--- config.mk ---
export PLATFORM = sky130hd
export DESIGN_NAME = spp_cell
export DESIGN_NICKNAME = d
export VERILOG_FILES = /design/src/design/assert_macros.svh /design/src/design/spp_pkg.sv /design/src/design/spp_cell.sv
export SDC_FILE = /design/constraint.sdc
export NUM_CORES = 1
export LEC_CHECK = 0
export BUFFER_PORTS_ARGS = -buffer_cell sky130_fd_sc_hd__buf_2
export CAP_MARGIN = 20
export CORE_UTILIZATION = 42
export CTS_BUF_LIST = sky130_fd_sc_hd__clkbuf_16
export DETAILED_ROUTE_END_ITERATION = 10
export PLACE_DENSITY = 0.77
export SETUP_SLACK_MARGIN = 0.15
export SYNTH_ARGS = -nofsm -noshare
export SYNTH_HDL_FRONTEND = slang
export SYNTH_SLANG_ARGS = --single-unit
--- constraint.sdc ---
create_clock -name clk -period 2.3 [get_ports clk]
set_clock_uncertainty 0.05 [all_clocks]
set_input_delay 0.115 -clock clk [delete_from_list [all_inputs] [get_ports clk]]
set_output_delay 0.115 -clock clk [all_outputs]
set_load 0.03 [all_outputs]
--- src/design/assert_macros.svh ---
// Assertion helpers used by the top-level RTL.
`ifndef ASSERT_MACROS_SVH
`define ASSERT_MACROS_SVH

// Property that must hold on every clock edge outside reset.
`define ASSERT_CLK(label, prop, msg) \
  label: assert property (@(posedge clk) disable iff (rst) prop) else $error(msg);

// Condition that must never be seen outside reset.
`define ASSERT_NEVER(label, cond, msg) \
  label: assert property (@(posedge clk) disable iff (rst) !(cond)) else $error(msg);

`endif

--- src/design/spp_pkg.sv ---
package spp_pkg;

  localparam int COEF_W   = 16;
  localparam int COORD_W  = 24;
  localparam int DIFF_W   = 25;
  localparam int PROD_W   = 41;
  localparam int SUM_W    = 43;
  localparam int ACROSS_W = 26;
  localparam int DEPTH_W  = 25;
  localparam int EAR_W    = 27;
  localparam int SQ_W     = 54;
  localparam int DSQ_W    = 50;
  localparam int D2_W     = 55;
  localparam int RAD_W    = 24;
  localparam int ROOT_W   = 12;
  localparam int REM_W    = 14;
  localparam int SQRT_STEPS = ROOT_W;
  localparam int GAIN_W   = 8;
  localparam int VOL_W    = 8;
  localparam int SND_W    = 8;
  localparam int BUFNUM_W = 9;
  localparam int RATE_W   = 16;
  localparam int CFG_IDX_W = 3;
  localparam int RECIP_W  = 19;

  localparam logic [CFG_IDX_W-1:0] CFG_ROT_ACROSS_X = 3'd0;
  localparam logic [CFG_IDX_W-1:0] CFG_ROT_ACROSS_Y = 3'd1;
  localparam logic [CFG_IDX_W-1:0] CFG_ROT_ACROSS_Z = 3'd2;
  localparam logic [CFG_IDX_W-1:0] CFG_ROT_DEPTH_X  = 3'd3;
  localparam logic [CFG_IDX_W-1:0] CFG_ROT_DEPTH_Y  = 3'd4;
  localparam logic [CFG_IDX_W-1:0] CFG_ROT_DEPTH_Z  = 3'd5;

  localparam logic signed [COEF_W-1:0] ROT_ONE  = 16'sd4096;
  localparam logic signed [COEF_W-1:0] ROT_ZERO = 16'sd0;

  // rounding bias so that the arithmetic shift truncates toward zero
  localparam logic signed [SUM_W-1:0] ACROSS_BIAS = 43'sd131071;
  localparam logic signed [SUM_W-1:0] DEPTH_BIAS  = 43'sd262143;
  localparam logic signed [EAR_W-1:0] EAR_OFFSET  = 27'sd1024;

  // d^2 at or above 0xc00^2 means d >= 0xc00, and the gain is zero
  localparam logic [D2_W-1:0]    FAR_LIMIT = 55'h900000;
  localparam logic [ROOT_W-1:0]  GAIN_BASE = 12'hc00;
  localparam logic [RECIP_W-1:0] RECIP3    = 19'd683;
  localparam logic [GAIN_W:0]    GAIN_FULL = 9'd128;

  typedef struct packed {
    logic signed [COEF_W-1:0] ax;
    logic signed [COEF_W-1:0] ay;
    logic signed [COEF_W-1:0] az;
    logic signed [COEF_W-1:0] dx;
    logic signed [COEF_W-1:0] dy;
    logic signed [COEF_W-1:0] dz;
  } rot_cfg_t;

  typedef struct packed {
    logic [VOL_W-1:0]  vol;
    logic [SND_W-1:0]  snd;
    logic [RATE_W-1:0] rate;
  } side_t;

  typedef struct packed {
    logic              far;
    logic [RAD_W-1:0]  rad;
    logic [REM_W-1:0]  rem;
    logic [ROOT_W-1:0] root;
  } ear_t;

  typedef struct packed {
    ear_t  l;
    ear_t  r;
    side_t side;
  } tok_t;

  typedef struct packed {
    logic [GAIN_W-1:0]   left_gain;
    logic [GAIN_W-1:0]   right_gain;
    logic [GAIN_W-1:0]   mean_gain;
    logic [BUFNUM_W-1:0] buffer_number;
    logic [RATE_W-1:0]   rate;
  } res_t;

endpackage

--- src/design/spp_cell.sv ---
module spp_cell (
  input  logic          clk,
  input  logic          rst,
  input  logic          en,
  input  logic          in_valid,
  input  spp_pkg::tok_t in_tok,
  output logic          out_valid,
  output spp_pkg::tok_t out_tok
);

  // one root bit per cell: bring down two radicand bits, try 4*root+1
  function automatic spp_pkg::ear_t root_step(input spp_pkg::ear_t e);
    logic [spp_pkg::REM_W+1:0] rem_sh;
    logic [spp_pkg::REM_W+1:0] trial;
    spp_pkg::ear_t o;
    rem_sh = {e.rem, e.rad[spp_pkg::RAD_W-1 -: 2]};
    trial  = (spp_pkg::REM_W+2)'({e.root, 2'b01});
    o.far  = e.far;
    o.rad  = {e.rad[spp_pkg::RAD_W-3:0], 2'b00};
    if (rem_sh >= trial) begin
      o.rem  = spp_pkg::REM_W'(rem_sh - trial);
      o.root = {e.root[spp_pkg::ROOT_W-2:0], 1'b1};
    end else begin
      o.rem  = rem_sh[spp_pkg::REM_W-1:0];
      o.root = {e.root[spp_pkg::ROOT_W-2:0], 1'b0};
    end
    return o;
  endfunction

  always_ff @(posedge clk) begin
    if (rst) begin
      out_valid <= 1'b0;
    end else if (en) begin
      out_valid <= in_valid;
    end
  end

  always_ff @(posedge clk) begin
    if (en) begin
      out_tok.l    <= root_step(in_tok.l);
      out_tok.r    <= root_step(in_tok.r);
      out_tok.side <= in_tok.side;
    end
  end

endmodule

==> results_dict.tcl <==
set metrics [dict create \
    io_pins 273 \
    fp.coreArea_um2 13200 \
    drive_gt1_share_pct 42.2 \
    clkSinkCount 131 \
    vias 4888 \
    min_path_type "input port to flip-flop" \
    yosysSeqAreaShare_pct 69.4 \
    synth_cell_type_count 46 \
    slew_headroom_pct 66.3 \
    drv_slew 0 \
    nets 963 \
    crit_type "input port to flip-flop" \
    maxCapViolations 0 \
    drtIter0Drc 412 \
    ys_ff_latch 131 \
    htreeDepth 4 \
    synth.cell_area_um2 5650 \
    grt_pass1_vias 4947 \
    synthCells 380 \
    clockRootBuffer "clkbuf_16" \
    end_kind "flip-flop" \
    min_period_over_period_pct 88.8 \
    die_h_um 118 \
    fp.dieW_um 118 \
    synth_ff_type "edfxtp_1" \
    fillerInstances 909 \
    dpl_worst_slack_ps -31.7 \
    drtPass1Iterations 5 \
    drc_errors 0 \
    dpl-instance-area_um2 7340 \
    placementRows 42 \
    synth-edff-count 130 \
    grt_pass1_wl_um 26400 \
    viasPerCell 4.97 \
    gp_congestion 0.880 \
    setup_ws_ps 258 \
    worst_slew_pin_slew_ps 501 \
    leakagePower_nw 4.02 \
    rsz0062_at_grt "no" \
    drt_wl_total_um 17300 \
    dieArea_um2 13900 \
    report.final.hold_viol_count 0 \
    power_density_nw_per_um2 803 \
    final_cell_area_um2 9100 \
    ys_warn_count 0 \
    cts_tree "built" \
    crit_path_start "in_tok[93]" \
    worstPathArrival_ps 2150 \
    hp-start "in_tok[102]" \
    antenna_found_initial 0 \
    cp_data_required_time_ps 2410 \
    insertion_delay_ps 410 \
    syn_area_per_cell_um2 14.9 \
    ant_nets 0 \
    portBuffers 268 \
    cts_buffers 17 \
    rr_startpoint "out_valid$_SDFFE_PP0P_" \
    async_flop_share_pct 0 \
    antenna_cells 0 \
    grt_max_degree 53 \
    setup_violations 0 \
    whs_ps 32.9 \
    status "finished clean" \
    max_freq_ghz 0.490 \
    track_usage_pct 25.1 \
    start_kind "input port" \
    dp_hpwl_um 11000 \
    syn2layout_area_growth_pct 60.9 \
    crit_fanout 16 \
    power.total_mw 7.31 \
    clock_path_buffers 2 \
    final_util_pct 69.0 \
    floorplan.initialDensity_pct 42.9 \
    vdd_drop_max_mv 0.408 \
    period_minus_slack_ps 2040 \
    cts.clk_slew.worst_paths_ps 60 \
    grt.overflow.total 0 \
    wl_per_cell_um 17.6 \
]
[logic make-up after synthesis]
logic type | share of synthesized area (%)
flops | 69.4
compound gates | 9.40
simple gates | 5.64
buf+inv | 3.36
fa+ha+maj | 6.20
xor+xnor | 3.10
mux | 2.83
other cells | 0.0663
[stage by stage]
step                cells  setup TNS (ps)
finish                984               0
CTS                   984               0
detailed placement    839           -59.7
global placement      839               0
floorplan             383               0
global route          984               0
[synthesized netlist by cell type, types with 2 or more instances]
master    instances  area (um2)
nand2_1          12        45.0
o211ai_1          4        30.0
mux2_4            4        60.1
o21a_1            9        67.6
nor4_1            3        18.8
inv_1            34         128
nand2b_1          5        31.3
edfxtp_1        130        3900
nor2_1           25        93.8
a31oi_1           4        25.0
mux2_2            8        90.1
o31ai_2           2        25.0
nor3_1            3        15.0
a21o_1            3        22.5
xor2_1            5        43.8
a211oi_1          4        30.0
buf_4             4        30.0
nand3_1           6        30.0
nand4_1           3        18.8
ha_1             28         350
buf_6             2        22.5
o21ai_2           3        26.3
buf_2             2        10.0
o21ai_0          14        70.1
a21oi_1          27         135
or3_1             2        12.5
xnor2_1          15         131
[critical path, cell delays in order]
cell,delay (ps)
dlygate4sd3_1,530
buf_2,120
inv_1,50
ha_1,230
a2111o_1,380
a31oi_2,200
o21ai_4,140
buf_6,200
nor2_1,130
a21oi_1,60
[sequential cells by signal (all words and copies together) (netlist names)]
signal,flops
out_tok,130
out_valid,1
[cell type report]
cell class | instances | area, um2 | area share, %
Multi-Input combinational cell | 210 | 1570 | 17.2
Timing Repair Buffer | 403 | 2670 | 29.4
Tap cell | 176 | 220 | 2.42
Clock inverter | 13 | 160 | 1.76
Sequential cell | 131 | 3920 | 43.1
Inverter | 34 | 128 | 1.40
Clock buffer | 17 | 425 | 4.68
[path summary, 6_finish.rpt]
check | endpoint | slack [ps] | depth (start not counted)
worst max-delay path | out_tok[97]$_DFFE_PP_ | 260 | 10
worst min-delay path | out_tok[104]$_DFFE_PP_ | 30 | 3
worst max register to register | out_valid$_SDFFE_PP0P_ | 1060 | 3
worst min register to register | out_valid$_SDFFE_PP0P_ | 1060 | 3
[layer usage]
metal | share of wire, % | track usage (%) | vias to the layer above
met2 | 51 | 42.9 | 258
met5 | 0 | 0 | -
li1 | - | - | 2258
met4 | 3.9 | 12.3 | 0
met3 | 6.4 | 6.59 | 59
met1 | 39 | 29.1 | 2313
[layout by cell type (no fill, tap or decap), drive strengths merged, types with 2 or more instances in the layout]
master	instances
buf	288
clkbuf	17
a21oi	27
a21o	3
ha	28
nor4	3
nand3	6
edfxtp	130
clkinv	3
a211oi	5
nand2b	5
nor3	4
nand2	12
nand4	4
o21a	9
dlygate4sd3	115
nor2	25
o21ai	18
or3	3
o211ai	4
xor2	5
xnor2	15
conb	4
clkinvlp	4
bufinv	3
mux2	12
o31ai	2
a31oi	4
inv	37
[power by group]
part	switching (mW)	internal, mW	total (mW)	leakage (nW)
Sequential	0.0664	2.90	2.97	1.28
Clock	1.02	1.69	2.72	0.275
Combinational	0.989	0.631	1.62	2.46
Total	2.08	5.23	7.31	4.02
[what timing repair did]
item / CTS / global route
hold buffers: 115 / 0
setup endpoints to repair: 0 / 6
hold endpoints to repair: 114 / 0
buffers inserted: 0 / 0
resized for setup: 0 / 3
Power figures use the tool's default switching activity.
