==> src/design/assert_macros.svh <==
// Assertion helpers used by the top-level RTL.
`ifndef ASSERT_MACROS_SVH
`define ASSERT_MACROS_SVH

// Property that must hold on every clock edge outside reset.
`define ASSERT_CLK(label, prop, msg) \
  label: assert property (@(posedge clk) disable iff (rst) prop) else $error(msg);

// Condition that must never be seen outside reset.
`define ASSERT_NEVER(label, cond, msg) \
  label: assert property (@(posedge clk) disable iff (rst) !(cond)) else $error(msg);

`endif

==> src/design/spp_pkg.sv <==
package spp_pkg;

  localparam int COEF_W   = 16;
  localparam int COORD_W  = 24;
  localparam int DIFF_W   = 25;
  localparam int PROD_W   = 41;
  localparam int SUM_W    = 43;
  localparam int ACROSS_W = 26;
  localparam int DEPTH_W  = 25;
  localparam int EAR_W    = 27;
  localparam int SQ_W     = 54;
  localparam int DSQ_W    = 50;
  localparam int D2_W     = 55;
  localparam int RAD_W    = 24;
  localparam int ROOT_W   = 12;
  localparam int REM_W    = 14;
  localparam int SQRT_STEPS = ROOT_W;
  localparam int GAIN_W   = 8;
  localparam int VOL_W    = 8;
  localparam int SND_W    = 8;
  localparam int BUFNUM_W = 9;
  localparam int RATE_W   = 16;
  localparam int CFG_IDX_W = 3;
  localparam int RECIP_W  = 19;

  localparam logic [CFG_IDX_W-1:0] CFG_ROT_ACROSS_X = 3'd0;
  localparam logic [CFG_IDX_W-1:0] CFG_ROT_ACROSS_Y = 3'd1;
  localparam logic [CFG_IDX_W-1:0] CFG_ROT_ACROSS_Z = 3'd2;
  localparam logic [CFG_IDX_W-1:0] CFG_ROT_DEPTH_X  = 3'd3;
  localparam logic [CFG_IDX_W-1:0] CFG_ROT_DEPTH_Y  = 3'd4;
  localparam logic [CFG_IDX_W-1:0] CFG_ROT_DEPTH_Z  = 3'd5;

  localparam logic signed [COEF_W-1:0] ROT_ONE  = 16'sd4096;
  localparam logic signed [COEF_W-1:0] ROT_ZERO = 16'sd0;

  // rounding bias so that the arithmetic shift truncates toward zero
  localparam logic signed [SUM_W-1:0] ACROSS_BIAS = 43'sd131071;
  localparam logic signed [SUM_W-1:0] DEPTH_BIAS  = 43'sd262143;
  localparam logic signed [EAR_W-1:0] EAR_OFFSET  = 27'sd1024;

  // d^2 at or above 0xc00^2 means d >= 0xc00, and the gain is zero
  localparam logic [D2_W-1:0]    FAR_LIMIT = 55'h900000;
  localparam logic [ROOT_W-1:0]  GAIN_BASE = 12'hc00;
  localparam logic [RECIP_W-1:0] RECIP3    = 19'd683;
  localparam logic [GAIN_W:0]    GAIN_FULL = 9'd128;

  typedef struct packed {
    logic signed [COEF_W-1:0] ax;
    logic signed [COEF_W-1:0] ay;
    logic signed [COEF_W-1:0] az;
    logic signed [COEF_W-1:0] dx;
    logic signed [COEF_W-1:0] dy;
    logic signed [COEF_W-1:0] dz;
  } rot_cfg_t;

  typedef struct packed {
    logic [VOL_W-1:0]  vol;
    logic [SND_W-1:0]  snd;
    logic [RATE_W-1:0] rate;
  } side_t;

  typedef struct packed {
    logic              far;
    logic [RAD_W-1:0]  rad;
    logic [REM_W-1:0]  rem;
    logic [ROOT_W-1:0] root;
  } ear_t;

  typedef struct packed {
    ear_t  l;
    ear_t  r;
    side_t side;
  } tok_t;

  typedef struct packed {
    logic [GAIN_W-1:0]   left_gain;
    logic [GAIN_W-1:0]   right_gain;
    logic [GAIN_W-1:0]   mean_gain;
    logic [BUFNUM_W-1:0] buffer_number;
    logic [RATE_W-1:0]   rate;
  } res_t;

endpackage

==> src/design/spp_gain.sv <==
module spp_gain (
  input  logic          clk,
  input  logic          rst,
  input  logic          en,
  input  logic          in_valid,
  input  spp_pkg::tok_t in_tok,
  output logic          out_valid,
  output spp_pkg::res_t out_res
);

  logic v1;
  logic far_l, far_r;
  logic [spp_pkg::GAIN_W-1:0] q_l, q_r;
  spp_pkg::side_t s1;

  logic [spp_pkg::ROOT_W-1:0]  span_l, span_r;
  logic [spp_pkg::RECIP_W-1:0] m_l, m_r;
  logic [2*spp_pkg::GAIN_W-1:0] p_l, p_r;
  logic [spp_pkg::GAIN_W:0] raw_l, raw_r;
  logic [spp_pkg::GAIN_W-1:0] g_l, g_r;
  logic [spp_pkg::GAIN_W:0] g_sum;

  // (0xc00 - d) / 24 as ((0xc00 - d) >> 3) / 3, the /3 by reciprocal
  always_comb begin
    span_l = spp_pkg::GAIN_BASE - in_tok.l.root;
    span_r = spp_pkg::GAIN_BASE - in_tok.r.root;
    m_l = spp_pkg::RECIP_W'(span_l[spp_pkg::ROOT_W-1:3]) * spp_pkg::RECIP3;
    m_r = spp_pkg::RECIP_W'(span_r[spp_pkg::ROOT_W-1:3]) * spp_pkg::RECIP3;
  end

  always_comb begin
    p_l = (2*spp_pkg::GAIN_W)'(q_l) * (2*spp_pkg::GAIN_W)'(s1.vol);
    p_r = (2*spp_pkg::GAIN_W)'(q_r) * (2*spp_pkg::GAIN_W)'(s1.vol);
    raw_l = p_l[2*spp_pkg::GAIN_W-1:7];
    raw_r = p_r[2*spp_pkg::GAIN_W-1:7];
    if (far_l) begin
      g_l = '0;
    end else if (raw_l > spp_pkg::GAIN_FULL) begin
      g_l = spp_pkg::GAIN_FULL[spp_pkg::GAIN_W-1:0];
    end else begin
      g_l = raw_l[spp_pkg::GAIN_W-1:0];
    end
    if (far_r) begin
      g_r = '0;
    end else if (raw_r > spp_pkg::GAIN_FULL) begin
      g_r = spp_pkg::GAIN_FULL[spp_pkg::GAIN_W-1:0];
    end else begin
      g_r = raw_r[spp_pkg::GAIN_W-1:0];
    end
    g_sum = (spp_pkg::GAIN_W+1)'(g_l) + (spp_pkg::GAIN_W+1)'(g_r);
  end

  always_ff @(posedge clk) begin
    if (rst) begin
      v1 <= 1'b0;
      out_valid <= 1'b0;
    end else if (en) begin
      v1 <= in_valid;
      out_valid <= v1;
    end
  end

  always_ff @(posedge clk) begin
    if (en) begin
      q_l   <= m_l[spp_pkg::RECIP_W-1:11];
      q_r   <= m_r[spp_pkg::RECIP_W-1:11];
      far_l <= in_tok.l.far;
      far_r <= in_tok.r.far;
      s1    <= in_tok.side;

      out_res.left_gain     <= g_l;
      out_res.right_gain    <= g_r;
      out_res.mean_gain     <= g_sum[spp_pkg::GAIN_W:1];
      out_res.buffer_number <= spp_pkg::BUFNUM_W'(s1.snd) + spp_pkg::BUFNUM_W'(1);
      out_res.rate          <= s1.rate;
    end
  end

endmodule

==> config.mk <==
export PLATFORM = sky130hd
export DESIGN_NAME = spp_gain
export DESIGN_NICKNAME = d
export VERILOG_FILES = /design/src/design/assert_macros.svh /design/src/design/spp_pkg.sv /design/src/design/spp_gain.sv
export SDC_FILE = /design/constraint.sdc
export NUM_CORES = 1
export LEC_CHECK = 0
export BUFFER_PORTS_ARGS = -buffer_cell sky130_fd_sc_hd__buf_2
export CAP_MARGIN = 10
export CELL_PAD_IN_SITES_DETAIL_PLACEMENT = 0
export CELL_PAD_IN_SITES_GLOBAL_PLACEMENT = 1
export CORE_MARGIN = 2
export CORE_UTILIZATION = 35
export DETAILED_ROUTE_END_ITERATION = 8
export PLACE_DENSITY = 0.77
export SYNTH_ARGS = -nofsm -noshare
export SYNTH_HDL_FRONTEND = slang
export SYNTH_SLANG_ARGS = --single-unit
==> constraint.sdc <==
create_clock -name clk -period 12.25 [get_ports clk]
set_input_delay 3.675 -clock clk [delete_from_list [all_inputs] [get_ports clk]]
set_output_delay 3.675 -clock clk [all_outputs]
set_load 0.005 [all_outputs]
==> qor.yml <==
synth_compound_area_share_pct: 6.99
die_w_um: 179
path_class: "input port to register"
grt_max_degree: 65
placed_area_um2: 11700
reg2reg_setup_slack_ns: 4.72
drc_errors: 0
final.min_clock_period_ns: 9.54
finalInstanceArea_um2: 12000
crit_start: "in_tok[86]"
viasPerCell: 4.68
rsz0062_at_grt: "false"
num_vias: 7069
fillers: 3002
worst_pin_slew_ns: 0.795
yosys.area_share.simple_pct: 14.7
synth-edff-count: 99
syn_area_um2: 10700
grt-ovfl-total: 0
async_flop_share_pct: 0
ys_seq_area_share_pct: 28.1
initial_core_util_pct: 35.3
area_delta_synth_final_pct: 12.0
required_ns: 12.34
dr.pass1.iters: 4
port_buffers: 111
area.sequential_um2: 3010
final_hold_viol_count: 0
synthDistinctLibCells: 63
critPathCaptureType: "register"
grt_pass1_vias: 6844
synth_top_family_by_area: "adder cells"
multiInputGateArea_um2: 6970
antenna_found_initial: 0
synthCells: 1003
htreeDepth: 3
cts_num_sinks: 101
hpwl_um: 15900
diodes: 0
drv_cap: 0
cts.repair.resized: 0
start_kind: "input port"
drive_gt1_share_pct: 13.2
syn_avg_cell_area_um2: 10.7
holdPathStages: 0
cp_data_arrival_time_ns: 9.63
yosys_warnings: 0
reg2reg_from: "s1[31]"
rr_worst_depth: 27
synthMuxAreaShare_pct: 0.292
status: "completed"
die_area_um2: 32100
core_um2: 30300
synth-seq-cells: 101
hold_class: "register to register"
ioPinCount: 188
relSlewSlack_pct: 47.0
wl_um: 19400
syn_nets: 1410
crit_path_max_fanout: 6
fin_nets: 1518
cts_made_buffers: 9
ctsHoldBuffers: 0
slew_viol_final: 0
timing.final.crit_share_pct: 77.8
min_from: "s1[2]"
layout.cells.non_filler: 1512
synth_fa_ha_area_share_pct: 39.1
clk_pin_slew_ns: 0.07
grt_first_pass_wirelength_um: 32200
fmax_mhz: 105
fin_tns_setup_ns: 0
antenna_left: 0
track_usage_pct: 12.4
place_congestion: 0.780
clock_latency_ns: 0.35
skew_ns: 0.0118
core.rowCount: 64
cts_buffer_depth: 2
placedCellCount: 1496
dr.first_iter.drc_count: 234
synth_flop_cell: "edfxtp_1"
setup_viol: 0
wl_per_cell_um: 12.8
rr_endpoint: "out_res[29]"
tritoncts: "built"
die_h_um: 179
worstHoldEndpoint: "out_res[2]"
cts-root-buf: "clkbuf_16"
postCtsSetupBuffers: 0
yosys.area_share.xor_xnor_pct: 3.84
[synth_stat cells, types with 4 or more instances]
cell type	instances	share of area, %
a211o_1	4	0.33
a211oi_1	4	0.28
a21o_1	12	0.84
a21oi_1	26	1.2
and2_1	111	6.5
and2_2	6	0.42
clkbuf_1	12	0.42
edfxtp_1	99	28
fa_1	111	21
ha_1	158	18
inv_1	182	6.4
nand2_1	37	1.3
nand2b_1	8	0.47
nand3_1	12	0.56
nand4_1	6	0.35
nor2_1	31	1.1
nor2b_1	5	0.29
nor3_1	23	1.1
nor4_1	6	0.35
o21a_1	14	0.98
o21ai_0	14	0.65
o21ai_1	4	0.19
o31ai_1	5	0.35
or4_1	5	0.35
xnor2_1	26	2.1
xor2_1	21	1.7
[sequential cells by signal, summed over array words and instances, names as in the netlist]
register	cells
out_valid	1
far_l	1
v1	1
out_res	49
s1	32
far_r	1
q_l	8
q_r	8
[how the worst max path moves through the flow]
stage          slack, ns  cells past startpoint     end
2_1_floorplan       2.95                     23  q_l[7]
3_3_place_gp        2.37                     23  q_l[7]
3_5_place_dp        2.33                     23  q_l[7]
4_1_cts             2.67                     23  q_l[7]
5_1_grt             2.15                     23  q_l[7]
6_report            2.71                     23  q_l[7]
[placed cells by master (no fill, tap or decap), types with 5 or more instances in the layout]
| cell | count |
|---|---|
| inv_1 | 182 |
| and2_2 | 6 |
| nor2b_1 | 5 |
| nor3_1 | 23 |
| o21ai_0 | 14 |
| ha_1 | 158 |
| a21oi_1 | 26 |
| o21a_1 | 14 |
| and2_1 | 111 |
| clkbuf_16 | 9 |
| edfxtp_1 | 99 |
| nand2b_1 | 8 |
| xnor2_1 | 26 |
| or4_1 | 5 |
| nor2_1 | 31 |
| nand2_1 | 37 |
| xor2_1 | 21 |
| a21o_1 | 12 |
| nand4_1 | 6 |
| o31ai_1 | 5 |
| nor4_1 | 6 |
| buf_2 | 110 |
| fa_1 | 111 |
| nand3_1 | 12 |
[worst max-delay path: stages]
cell and delay, ns:
buf_2 0.10, or4_1 0.63, nor4_1 0.36, nand2b_1 0.17, nor3_1 0.32, nor2b_1 0.10
xnor2_1 0.34, ha_1 0.27, inv_1 0.08, fa_1 0.53, inv_1 0.06, fa_1 0.56
fa_1 0.43, ha_1 0.22, a2111oi_0 0.39, a21oi_1 0.16, o21ai_0 0.17, nand2b_1 0.11
a21oi_2 0.21, o21ai_1 0.14, or3_1 0.35, a21oi_1 0.17, xnor2_1 0.08
[cell type report]
cell class              count  share of cell area [%]
well taps                 396                    4.12
flip-flops and latches    101                    25.1
repair buffers            112                    4.71
clock buffers              10                    1.91
inverters                 182                    5.69
clock inverters             6                   0.500
multi-input cells         705                    58.0
[kinds of logic (layout without fill, tap and decap cells)]
| family | Yosys count | count (layout) |
|---|---|---|
| xor+xnor | 47 | 47 |
| simple gates | 277 | 277 |
| flops | 101 | 101 |
| buf+inv | 197 | 310 |
| fa+ha+maj | 269 | 269 |
| compound gates | 109 | 109 |
| mux | 3 | 3 |
[layer usage]
layer / global-route usage (%) / wire length, um
met5: 0 / 0
met4: 2.10 / 142
met3: 1.57 / 651
met2: 20.9 / 9200
met1: 17.2 / 9360
[per-stage QoR]
| stage | hold WS, ns | setup slack, ns | util (%) |
|---|---|---|---|
| floorplan | 0.400 | 2.95 | - |
| global placement | 0.401 | 2.37 | 38.6 |
| detailed placement | 0.405 | 2.33 | 38.6 |
| CTS | 0.423 | 2.67 | 39.6 |
| global route | 0.427 | 2.15 | 39.6 |
| finish | 0.423 | 2.71 | 39.6 |
Power is not shown: default switching activity piles up to over one toggle a cycle in this logic, so the estimate is an artifact.
